==> src/fmp_pkg.sv <==
`timescale 1ns / 1ps

package fmp_pkg;

  localparam int MAX_ITEMS_DEF = 1024;
  localparam int VALUE_W       = 32;
  localparam int MISSING_W     = 11;
  localparam int IN_TDATA_W    = 32;
  localparam int OUT_TDATA_W   = 16;

  // Controller to datapath
  typedef struct packed {
    logic load_en;     // accept one element this cycle
    logic sweep_step;  // read and clear one bitmap entry, advance the address
    logic scan_mode;   // sweep belongs to a list end, evaluate its read data
    logic out_load;    // load the result register and reset the list state
  } fmp_cmd_t;

  // Datapath to controller
  typedef struct packed {
    logic sweep_last;  // sweep address sits on the last bitmap entry
    logic out_free;    // result register can take a new request
  } fmp_stat_t;

endpackage

==> src/fmp_ctrl.sv <==
`timescale 1ns / 1ps

module fmp_ctrl (
  input  logic              clk,
  input  logic              rst_n,
  input  logic              in_tvalid,
  input  logic              in_tlast,
  input  fmp_pkg::fmp_stat_t stat,
  output logic              in_tready,
  output fmp_pkg::fmp_cmd_t  cmd
);
  import fmp_pkg::*;

  localparam logic [2:0] ST_CLEAR = 3'd0;
  localparam logic [2:0] ST_LOAD  = 3'd1;
  localparam logic [2:0] ST_SCAN  = 3'd2;
  localparam logic [2:0] ST_DRAIN = 3'd3;
  localparam logic [2:0] ST_PUSH  = 3'd4;

  logic [2:0] state_r;
  logic [2:0] state_nxt;

  always_comb begin
    state_nxt      = state_r;
    cmd            = '0;
    in_tready      = 1'b0;
    unique case (state_r)
      ST_CLEAR: begin
        cmd.sweep_step = 1'b1;
        if (stat.sweep_last) begin
          state_nxt = ST_LOAD;
        end
      end
      ST_LOAD: begin
        in_tready   = 1'b1;
        cmd.load_en = in_tvalid;
        if (in_tvalid && in_tlast) begin
          state_nxt = ST_SCAN;
        end
      end
      ST_SCAN: begin
        cmd.sweep_step = 1'b1;
        cmd.scan_mode  = 1'b1;
        if (stat.sweep_last) begin
          state_nxt = ST_DRAIN;
        end
      end
      ST_DRAIN: begin
        state_nxt = ST_PUSH;
      end
      ST_PUSH: begin
        // hold the answer until the result register frees up
        if (stat.out_free) begin
          cmd.out_load = 1'b1;
          state_nxt    = ST_LOAD;
        end
      end
      default: begin
        state_nxt = ST_CLEAR;
      end
    endcase
  end

  always_ff @(posedge clk) begin
    if (!rst_n) begin
      state_r <= ST_CLEAR;
    end else begin
      state_r <= state_nxt;
    end
  end

`ifndef SYNTHESIS
  a_tready_only_load: assert property (@(posedge clk) disable iff (!rst_n)
    in_tready |-> (state_r == ST_LOAD))
    else $error("in_tready outside of load state");

  a_last_starts_scan: assert property (@(posedge clk) disable iff (!rst_n)
    (in_tvalid && in_tready && in_tlast) |=> (state_r == ST_SCAN))
    else $error("list end did not start the scan");

  a_drain_to_push: assert property (@(posedge clk) disable iff (!rst_n)
    (state_r == ST_DRAIN) |=> (state_r == ST_PUSH))
    else $error("drain did not advance to push");
`endif

endmodule

==> src/fmp_datapath.sv <==
`timescale 1ns / 1ps

module fmp_datapath #(
  parameter int MAX_ITEMS = fmp_pkg::MAX_ITEMS_DEF
) (
  input  logic                              clk,
  input  logic                              rst_n,
  input  fmp_pkg::fmp_cmd_t                 cmd,
  input  logic [fmp_pkg::VALUE_W-1:0]       in_value,
  input  logic                              out_tready,
  output fmp_pkg::fmp_stat_t                stat,
  output logic                              out_tvalid,
  output logic [fmp_pkg::MISSING_W-1:0]     out_missing,
  output logic                              out_overflow
);
  import fmp_pkg::*;

  localparam int IW = (MAX_ITEMS > 1) ? $clog2(MAX_ITEMS) : 1;
  localparam int CW = $clog2(MAX_ITEMS + 1);
  localparam int AW = $clog2(MAX_ITEMS + 2);
  localparam int MW = (AW > MISSING_W) ? AW : MISSING_W;

  logic          seen_mem [MAX_ITEMS];
  logic          mem_we;
  logic [IW-1:0] mem_waddr;
  logic          mem_wbit;
  logic          rd_bit_r;
  logic          rd_valid_r;
  logic [IW-1:0] rd_idx_r;

  logic [IW-1:0] sweep_addr_r;
  logic [CW-1:0] count_r;
  logic          drop_r;
  logic          found_r;
  logic [MW-1:0] answer_r;

  logic          out_valid_r;
  logic [MISSING_W-1:0] out_missing_r;
  logic          out_ovf_r;

  logic          count_full;
  logic          value_hit;
  logic [VALUE_W-1:0] value_m1;
  logic [MW-1:0] final_ans;

  assign count_full = (count_r == CW'(MAX_ITEMS));
  assign value_hit  = !in_value[VALUE_W-1] && (in_value != '0)
                      && (in_value <= VALUE_W'(MAX_ITEMS));
  assign value_m1   = in_value - VALUE_W'(1);

  assign stat.sweep_last = (sweep_addr_r == IW'(MAX_ITEMS - 1));
  assign stat.out_free   = !out_valid_r || out_tready;

  // one write port: set on load, clear on sweep
  always_comb begin
    mem_we    = 1'b0;
    mem_waddr = sweep_addr_r;
    mem_wbit  = 1'b0;
    if (cmd.load_en && !count_full && value_hit) begin
      mem_we    = 1'b1;
      mem_waddr = value_m1[IW-1:0];
      mem_wbit  = 1'b1;
    end else if (cmd.sweep_step) begin
      mem_we = 1'b1;
    end
  end

  always_ff @(posedge clk) begin
    if (mem_we) begin
      seen_mem[mem_waddr] <= mem_wbit;
    end
    rd_bit_r <= seen_mem[sweep_addr_r];
    rd_idx_r <= sweep_addr_r;
  end

  assign final_ans = found_r ? answer_r : (MW'(count_r) + MW'(1));

  always_ff @(posedge clk) begin
    if (!rst_n) begin
      sweep_addr_r <= '0;
      rd_valid_r   <= 1'b0;
      count_r      <= '0;
      drop_r       <= 1'b0;
      found_r      <= 1'b0;
      out_valid_r  <= 1'b0;
    end else begin
      rd_valid_r <= cmd.sweep_step && cmd.scan_mode;
      if (cmd.sweep_step) begin
        sweep_addr_r <= stat.sweep_last ? '0 : sweep_addr_r + IW'(1);
      end
      if (cmd.load_en) begin
        if (count_full) begin
          drop_r <= 1'b1;
        end else begin
          count_r <= count_r + CW'(1);
        end
      end
      // first clear bit below the list length gives the answer
      if (rd_valid_r && !found_r && !rd_bit_r && (CW'(rd_idx_r) < count_r)) begin
        found_r <= 1'b1;
      end
      if (cmd.out_load) begin
        out_valid_r <= 1'b1;
        count_r     <= '0;
        drop_r      <= 1'b0;
        found_r     <= 1'b0;
      end else if (out_tready) begin
        out_valid_r <= 1'b0;
      end
    end
  end

  always_ff @(posedge clk) begin
    if (rd_valid_r && !found_r) begin
      answer_r <= MW'(rd_idx_r) + MW'(1);
    end
    if (cmd.out_load) begin
      out_missing_r <= final_ans[MISSING_W-1:0];
      out_ovf_r     <= drop_r;
    end
  end

  assign out_tvalid   = out_valid_r;
  assign out_missing  = out_missing_r;
  assign out_overflow = out_ovf_r;

`ifndef SYNTHESIS
  a_count_bound: assert property (@(posedge clk) disable iff (!rst_n)
    count_r <= CW'(MAX_ITEMS))
    else $error("item count beyond capacity");

  a_port_exclusive: assert property (@(posedge clk) disable iff (!rst_n)
    !(cmd.load_en && cmd.sweep_step))
    else $error("load and sweep on the bitmap port together");

  a_push_free: assert property (@(posedge clk) disable iff (!rst_n)
    cmd.out_load |-> (!out_valid_r || out_tready))
    else $error("result loaded over a pending request");

  a_list_reset: assert property (@(posedge clk) disable iff (!rst_n)
    cmd.out_load |=> (count_r == '0 && !drop_r && !found_r && out_valid_r))
    else $error("list state not reset after result");
`endif

endmodule

==> src/first_missing_positive_top.sv <==
`timescale 1ns / 1ps
// Channel  Dir  Payload                                      Handshake
// in_      in   tdata[31:0] value (signed), tlast last       tvalid/tready
// out_     out  tdata[10:0] missing, tuser[0] overflow       tvalid/tready
//
// Elements load at one per cycle while in_tready is high, into a 1-bit presence bitmap memory.
// At a list end, one bitmap entry per cycle is read and cleared through the
// single memory port, then a drain state checks the last read entry and a
// push state loads the result once the output register is free.
// After reset a clearing pass over every bitmap entry runs before in_tready rises.
// A stalled result holds in the output register; the next list loads behind
// it, and only its own list end waits for that register to empty.
module first_missing_positive_top #(
  parameter int MAX_ITEMS = fmp_pkg::MAX_ITEMS_DEF
) (
  input  logic                                clk,
  input  logic                                rst_n,
  input  logic                                in_tvalid,
  output logic                                in_tready,
  input  logic [fmp_pkg::IN_TDATA_W-1:0]      in_tdata,   // [31:0] value
  input  logic                                in_tlast,
  output logic                                out_tvalid,
  input  logic                                out_tready,
  output logic [fmp_pkg::OUT_TDATA_W-1:0]     out_tdata,  // [10:0] missing, rest zero
  output logic                                out_tuser   // [0] overflow
);
  import fmp_pkg::*;

  fmp_cmd_t  cmd;
  fmp_stat_t stat;
  logic [MISSING_W-1:0] missing;

  fmp_ctrl u_ctrl (
    .clk       (clk),
    .rst_n     (rst_n),
    .in_tvalid (in_tvalid),
    .in_tlast  (in_tlast),
    .stat      (stat),
    .in_tready (in_tready),
    .cmd       (cmd)
  );

  fmp_datapath #(
    .MAX_ITEMS (MAX_ITEMS)
  ) u_datapath (
    .clk          (clk),
    .rst_n        (rst_n),
    .cmd          (cmd),
    .in_value     (in_tdata[VALUE_W-1:0]),
    .out_tready   (out_tready),
    .stat         (stat),
    .out_tvalid   (out_tvalid),
    .out_missing  (missing),
    .out_overflow (out_tuser)
  );

  assign out_tdata = {{(OUT_TDATA_W - MISSING_W){1'b0}}, missing};

endmodule

==> config.mk <==
export PLATFORM = sky130hd
export DESIGN_NAME = first_missing_positive_top
export DESIGN_NICKNAME = d
export VERILOG_FILES = /design/src/fmp_pkg.sv /design/src/fmp_ctrl.sv /design/src/fmp_datapath.sv /design/src/first_missing_positive_top.sv
export SDC_FILE = /design/constraint.sdc
export NUM_CORES = 2
export LEC_CHECK = 0
export BUFFER_PORTS_ARGS = -buffer_cell sky130_fd_sc_hd__buf_2
export CAP_MARGIN = 20
export CORE_ASPECT_RATIO = 1.2
export CORE_MARGIN = 3
export CORE_UTILIZATION = 63
export DETAILED_ROUTE_END_ITERATION = 8
export PLACE_DENSITY = 0.78
export REMOVE_ABC_BUFFERS = 1
export SLEW_MARGIN = 30
export SYNTH_ARGS = -nofsm -noshare
export SYNTH_HDL_FRONTEND = slang
export SYNTH_SLANG_ARGS = --single-unit
==> constraint.sdc <==
create_clock -name clk -period 10.3 [get_ports clk]
set_clock_uncertainty 0.1 [all_clocks]
set_input_delay 1.545 -clock clk [delete_from_list [all_inputs] [get_ports clk]]
set_output_delay 1.545 -clock clk [all_outputs]
set_load 0.1 [all_outputs]
==> impl_results.html <==
<table>
<tr><th>Metric</th><th>Value</th></tr>
<tr><th colspan="2">Synthesis</th></tr>
<tr><td>Share of async-settable or async-resettable flops after synthesis</td><td>0</td></tr>
<tr><td>Predominant post-synthesis flop cell</td><td>edfxtp_1</td></tr>
<tr><td>Synth Area in XOR/XNOR</td><td>0.007859</td></tr>
<tr><td>Warning count from the yosys run</td><td>0</td></tr>
<tr><td>Post-synthesis cell type count</td><td>81</td></tr>
<tr><td>Post-Syn Area</td><td>47,920 sq um</td></tr>
<tr><td>Mean post-synth cell area</td><td>14.03 sq um</td></tr>
<tr><td>Compound-gate portion of the synthesized area</td><td>0.03185</td></tr>
<tr><td>Top cells by area in the synthesized netlist</td><td>edfxtp_1, mux4_2, nor2_1</td></tr>
<tr><td>Share of synthesized area spent on multiplexers</td><td>0.1339</td></tr>
<tr><td>Number of instances in the synthesized netlist</td><td>3,415</td></tr>
<tr><td>Main combinational cell family by area after synthesis</td><td>multiplexers</td></tr>
<tr><td>Most numerous cell in the Yosys netlist</td><td>nor2_1</td></tr>
<tr><td>Synth Area in Simple Gates</td><td>0.1165</td></tr>
<tr><td>Post-synth top cells</td><td>nor2_1, edfxtp_1, mux4_2</td></tr>
<tr><td>Leading area contributor after synthesis</td><td>edfxtp_1</td></tr>
<tr><td>Flops &amp; latches, synth</td><td>1,086</td></tr>
<tr><td>Share of the yosys chip area belonging to registers</td><td>0.6723</td></tr>
<tr><td>Number of flops mapped to enable cells by yosys</td><td>1,047</td></tr>
<tr><td>Adder-cell share of the synthesized area</td><td>0.003655</td></tr>
<tr><td>Area share of the largest cell type after synthesis</td><td>0.6560</td></tr>
<tr><th colspan="2">Power</th></tr>
<tr><td>Total power after layout</td><td>8.890 mW</td></tr>
<tr><td>PD cells</td><td>171.1 nW/um^2</td></tr>
<tr><td>Cell leakage power</td><td>12.86 nW</td></tr>
<tr><td>Peak supply drop</td><td>158.1 uV</td></tr>
<tr><th colspan="2">Final layout</th></tr>
<tr><td>Growth of design area from synthesis to finish</td><td>8.386%</td></tr>
<tr><td>Post-route cell area</td><td>51,940 sq um</td></tr>
<tr><td>Core Util, Final</td><td>0.6912</td></tr>
<tr><td>Number of standard cells in the layout, taps in and fillers out</td><td>4,400</td></tr>
<tr><td>Layout Nets</td><td>3,357</td></tr>
<tr><td>Proportion of layout cells with a drive suffix above 1</td><td>0.1735</td></tr>
<tr><td># fillers</td><td>4,800</td></tr>
<tr><th colspan="2">Route</th></tr>
<tr><td>Number of remaining DRC errors</td><td>0</td></tr>
<tr><td>Vias after detailed routing</td><td>29,480</td></tr>
<tr><td>ANT nets after route</td><td>0</td></tr>
<tr><td>WL final</td><td>122.6 mm</td></tr>
<tr><td>Routed len/inst</td><td>27.85 um</td></tr>
<tr><td>Starting DRC count in detailed routing</td><td>4,552</td></tr>
<tr><td>Via count normalized by instance count</td><td>6.699</td></tr>
<tr><td>DRT Pass-1 Iters</td><td>7</td></tr>
<tr><th colspan="2">STA</th></tr>
<tr><td>Slew of the pin with the lowest slew margin</td><td>1053 ps</td></tr>
<tr><td>Upper clock frequency limit</td><td>0.1894 GHz</td></tr>
<tr><td>Worst slew margin relative to its limit</td><td>0.2978</td></tr>
<tr><td>Fin Hold WS</td><td>351.4 ps</td></tr>
<tr><td>Final total negative setup slack</td><td>0 ps</td></tr>
<tr><td>Final hold viol count</td><td>0</td></tr>
<tr><td>Min cycle time layout</td><td>5280 ps</td></tr>
<tr><td>Total setup violations reported at the end of the flow</td><td>0</td></tr>
<tr><td>Setup repair after global routing missed its margin</td><td>false</td></tr>
<tr><td>Worst setup slack after layout</td><td>5020 ps</td></tr>
<tr><td>Post-route clock period utilization</td><td>0.5127</td></tr>
<tr><td>Slew Limit Fails</td><td>0</td></tr>
<tr><th colspan="2">Clocking</th></tr>
<tr><td>CTS HTree Levels</td><td>3</td></tr>
<tr><td>Post-CTS setup buffer count</td><td>0</td></tr>
<tr><td>Post-cts resize count</td><td>0</td></tr>
<tr><td>CTS buffer count</td><td>101</td></tr>
<tr><td>CTS tree</td><td>built</td></tr>
<tr><td>Clock-pin slew of the registers on the worst-case setup and hold paths</td><td>70 ps</td></tr>
<tr><td>Clock Sink Count</td><td>1,086</td></tr>
<tr><td>Buffer type at the clock tree root</td><td>clkbuf_16</td></tr>
<tr><td>Clock latency on the worst-skew pair</td><td>670 ps</td></tr>
<tr><td>Clock Tree Buf Depth</td><td>3</td></tr>
<tr><td>Hold buffers post-CTS</td><td>0</td></tr>
<tr><th colspan="2">Placement</th></tr>
<tr><td>Pre-CTS setup slack</td><td>4101 ps</td></tr>
<tr><td>Number of port buffers</td><td>50</td></tr>
<tr><td>Placed cell count</td><td>4,209</td></tr>
<tr><td>Routability congestion estimate</td><td>0.8422</td></tr>
<tr><td>Instance area after placement</td><td>48,530 sq um</td></tr>
<tr><td>Post-DP HPWL</td><td>67.79 mm</td></tr>
<tr><th colspan="2">Global routing</th></tr>
<tr><td>GRT Resource Usage Total</td><td>0.3091</td></tr>
<tr><td>Pin count of the biggest net entering global routing</td><td>297</td></tr>
<tr><td>Antenna violations before repair</td><td>1</td></tr>
<tr><td>Vias in the first global route</td><td>29,340</td></tr>
<tr><td>Gr ovfl total</td><td>0</td></tr>
<tr><td>Global-route wire length before repair</td><td>180.6 mm</td></tr>
<tr><th colspan="2">Critical path</th></tr>
<tr><td>Worst Path Required</td><td>10,560 ps</td></tr>
<tr><td>Worst setup path category</td><td>input port to flop</td></tr>
<tr><td>Worst Setup End Kind</td><td>flop</td></tr>
<tr><td>Worst-path maximum fanout</td><td>105</td></tr>
<tr><td>WP data arrival</td><td>5540 ps</td></tr>
<tr><td>Critical Path Start Type</td><td>input port</td></tr>
<tr><th colspan="2">Floorplanning</th></tr>
<tr><td>Initial cell density of the core</td><td>0.6377</td></tr>
<tr><td>I/O pin count</td><td>56</td></tr>
<tr><td>Placement row count</td><td>110</td></tr>
<tr><td>Core region area</td><td>75,150 sq um</td></tr>
<tr><td>Total die area</td><td>79,430 sq um</td></tr>
<tr><td>Chip height</td><td>308.1 um</td></tr>
<tr><td>Die span in x</td><td>257.8 um</td></tr>
<tr><th colspan="2">Worst hold path</th></tr>
<tr><td>Classification of the worst-slack hold path</td><td>flop to flop</td></tr>
<tr><th colspan="2">Flow run</th></tr>
<tr><td>Reported max-cap violation count</td><td>0</td></tr>
<tr><th colspan="2">Run status</th></tr>
<tr><td>Result of the run</td><td>complete, no violations</td></tr>
</table>
==> critical path, cell delays in order <==
cell       delay [ps]
buf_2              90
nand4bb_1         120
a31oi_2           590
o2111a_4          730
buf_6             610
nand3_1           190
o21ai_2           430
nand2_1           820
nor2_1            360
==> cell type report <==
| cell class | count | area (sq um) | share of cell area |
|---|---|---|---|
| sequential | 1086 | 32240 | 0.6206 |
| antenna | 2 | 5.005 | 0.00009635 |
| clock inverter | 64 | 570.5 | 0.01098 |
| clock buffer | 123 | 2674 | 0.05148 |
| multi-input combinational | 1998 | 14380 | 0.2768 |
| tap | 1008 | 1261 | 0.02428 |
| inverter | 22 | 82.58 | 0.001590 |
| timing repair buffer | 97 | 737.0 | 0.01419 |
==> logic make-up after synthesis <==
group	count (synthesis)
buf+inv	335
fa+ha+maj	14
other cells	1
compound gates	215
simple gates	1384
mux	337
flops	1086
xor+xnor	43
==> per-layer routing <==
layer	GRT usage	part of all wire	vias to the layer above
li1	-	-	12240
met1	0.3834	0.33	14840
met2	0.5040	0.49	1983
met3	0.07843	0.12	419
met4	0.1706	0.057	0
met5	0	0	-
==> report_power, final <==
part / leakage, nW / internal, mW / switching [mW] / total (mW)
Clock: 1.60 / 2.09 / 1.61 / 3.71
Sequential: 7.59 / 4.77 / 0.0225 / 4.79
Combinational: 3.68 / 0.135 / 0.255 / 0.390
==> worst paths after layout <==
path                                                  to  depth (start not counted)             startpoint  slack [ps]
worst max register to register  u_datapath.seen_mem[801]                         10  u_datapath.count_r[0]        5150
worst max-delay path            u_datapath.seen_mem[801]                          9              in_tvalid        5020
worst min register to register   u_datapath.out_overflow                          0      u_datapath.drop_r         350
worst min-delay path             u_datapath.out_overflow                          0      u_datapath.drop_r         350
==> layout by cell type (no fill, tap or decap), types with 25 or more instances in the layout <==
cell type,n
nand2_1,81
buf_2,50
nand2_2,54
clkbuf_16,104
mux2i_1,84
xnor2_1,27
dfxtp_1,35
buf_4,36
a21oi_1,31
mux4_2,242
o21ai_0,41
nand3_1,29
edfxtp_1,1047
clkinv_1,25
nor2_1,1083
==> sequential cells by signal, summed over array words and instances, names as in the netlist, 3 cells and up <==
register and flops:
u_datapath.seen_mem 1024, u_datapath.answer_r 11, u_datapath.count_r 11, u_datapath.out_missing 11, u_datapath.rd_idx_r 10, u_datapath.sweep_addr_r 10
u_ctrl.state_r 3
(Power assumes the default switching activity.)
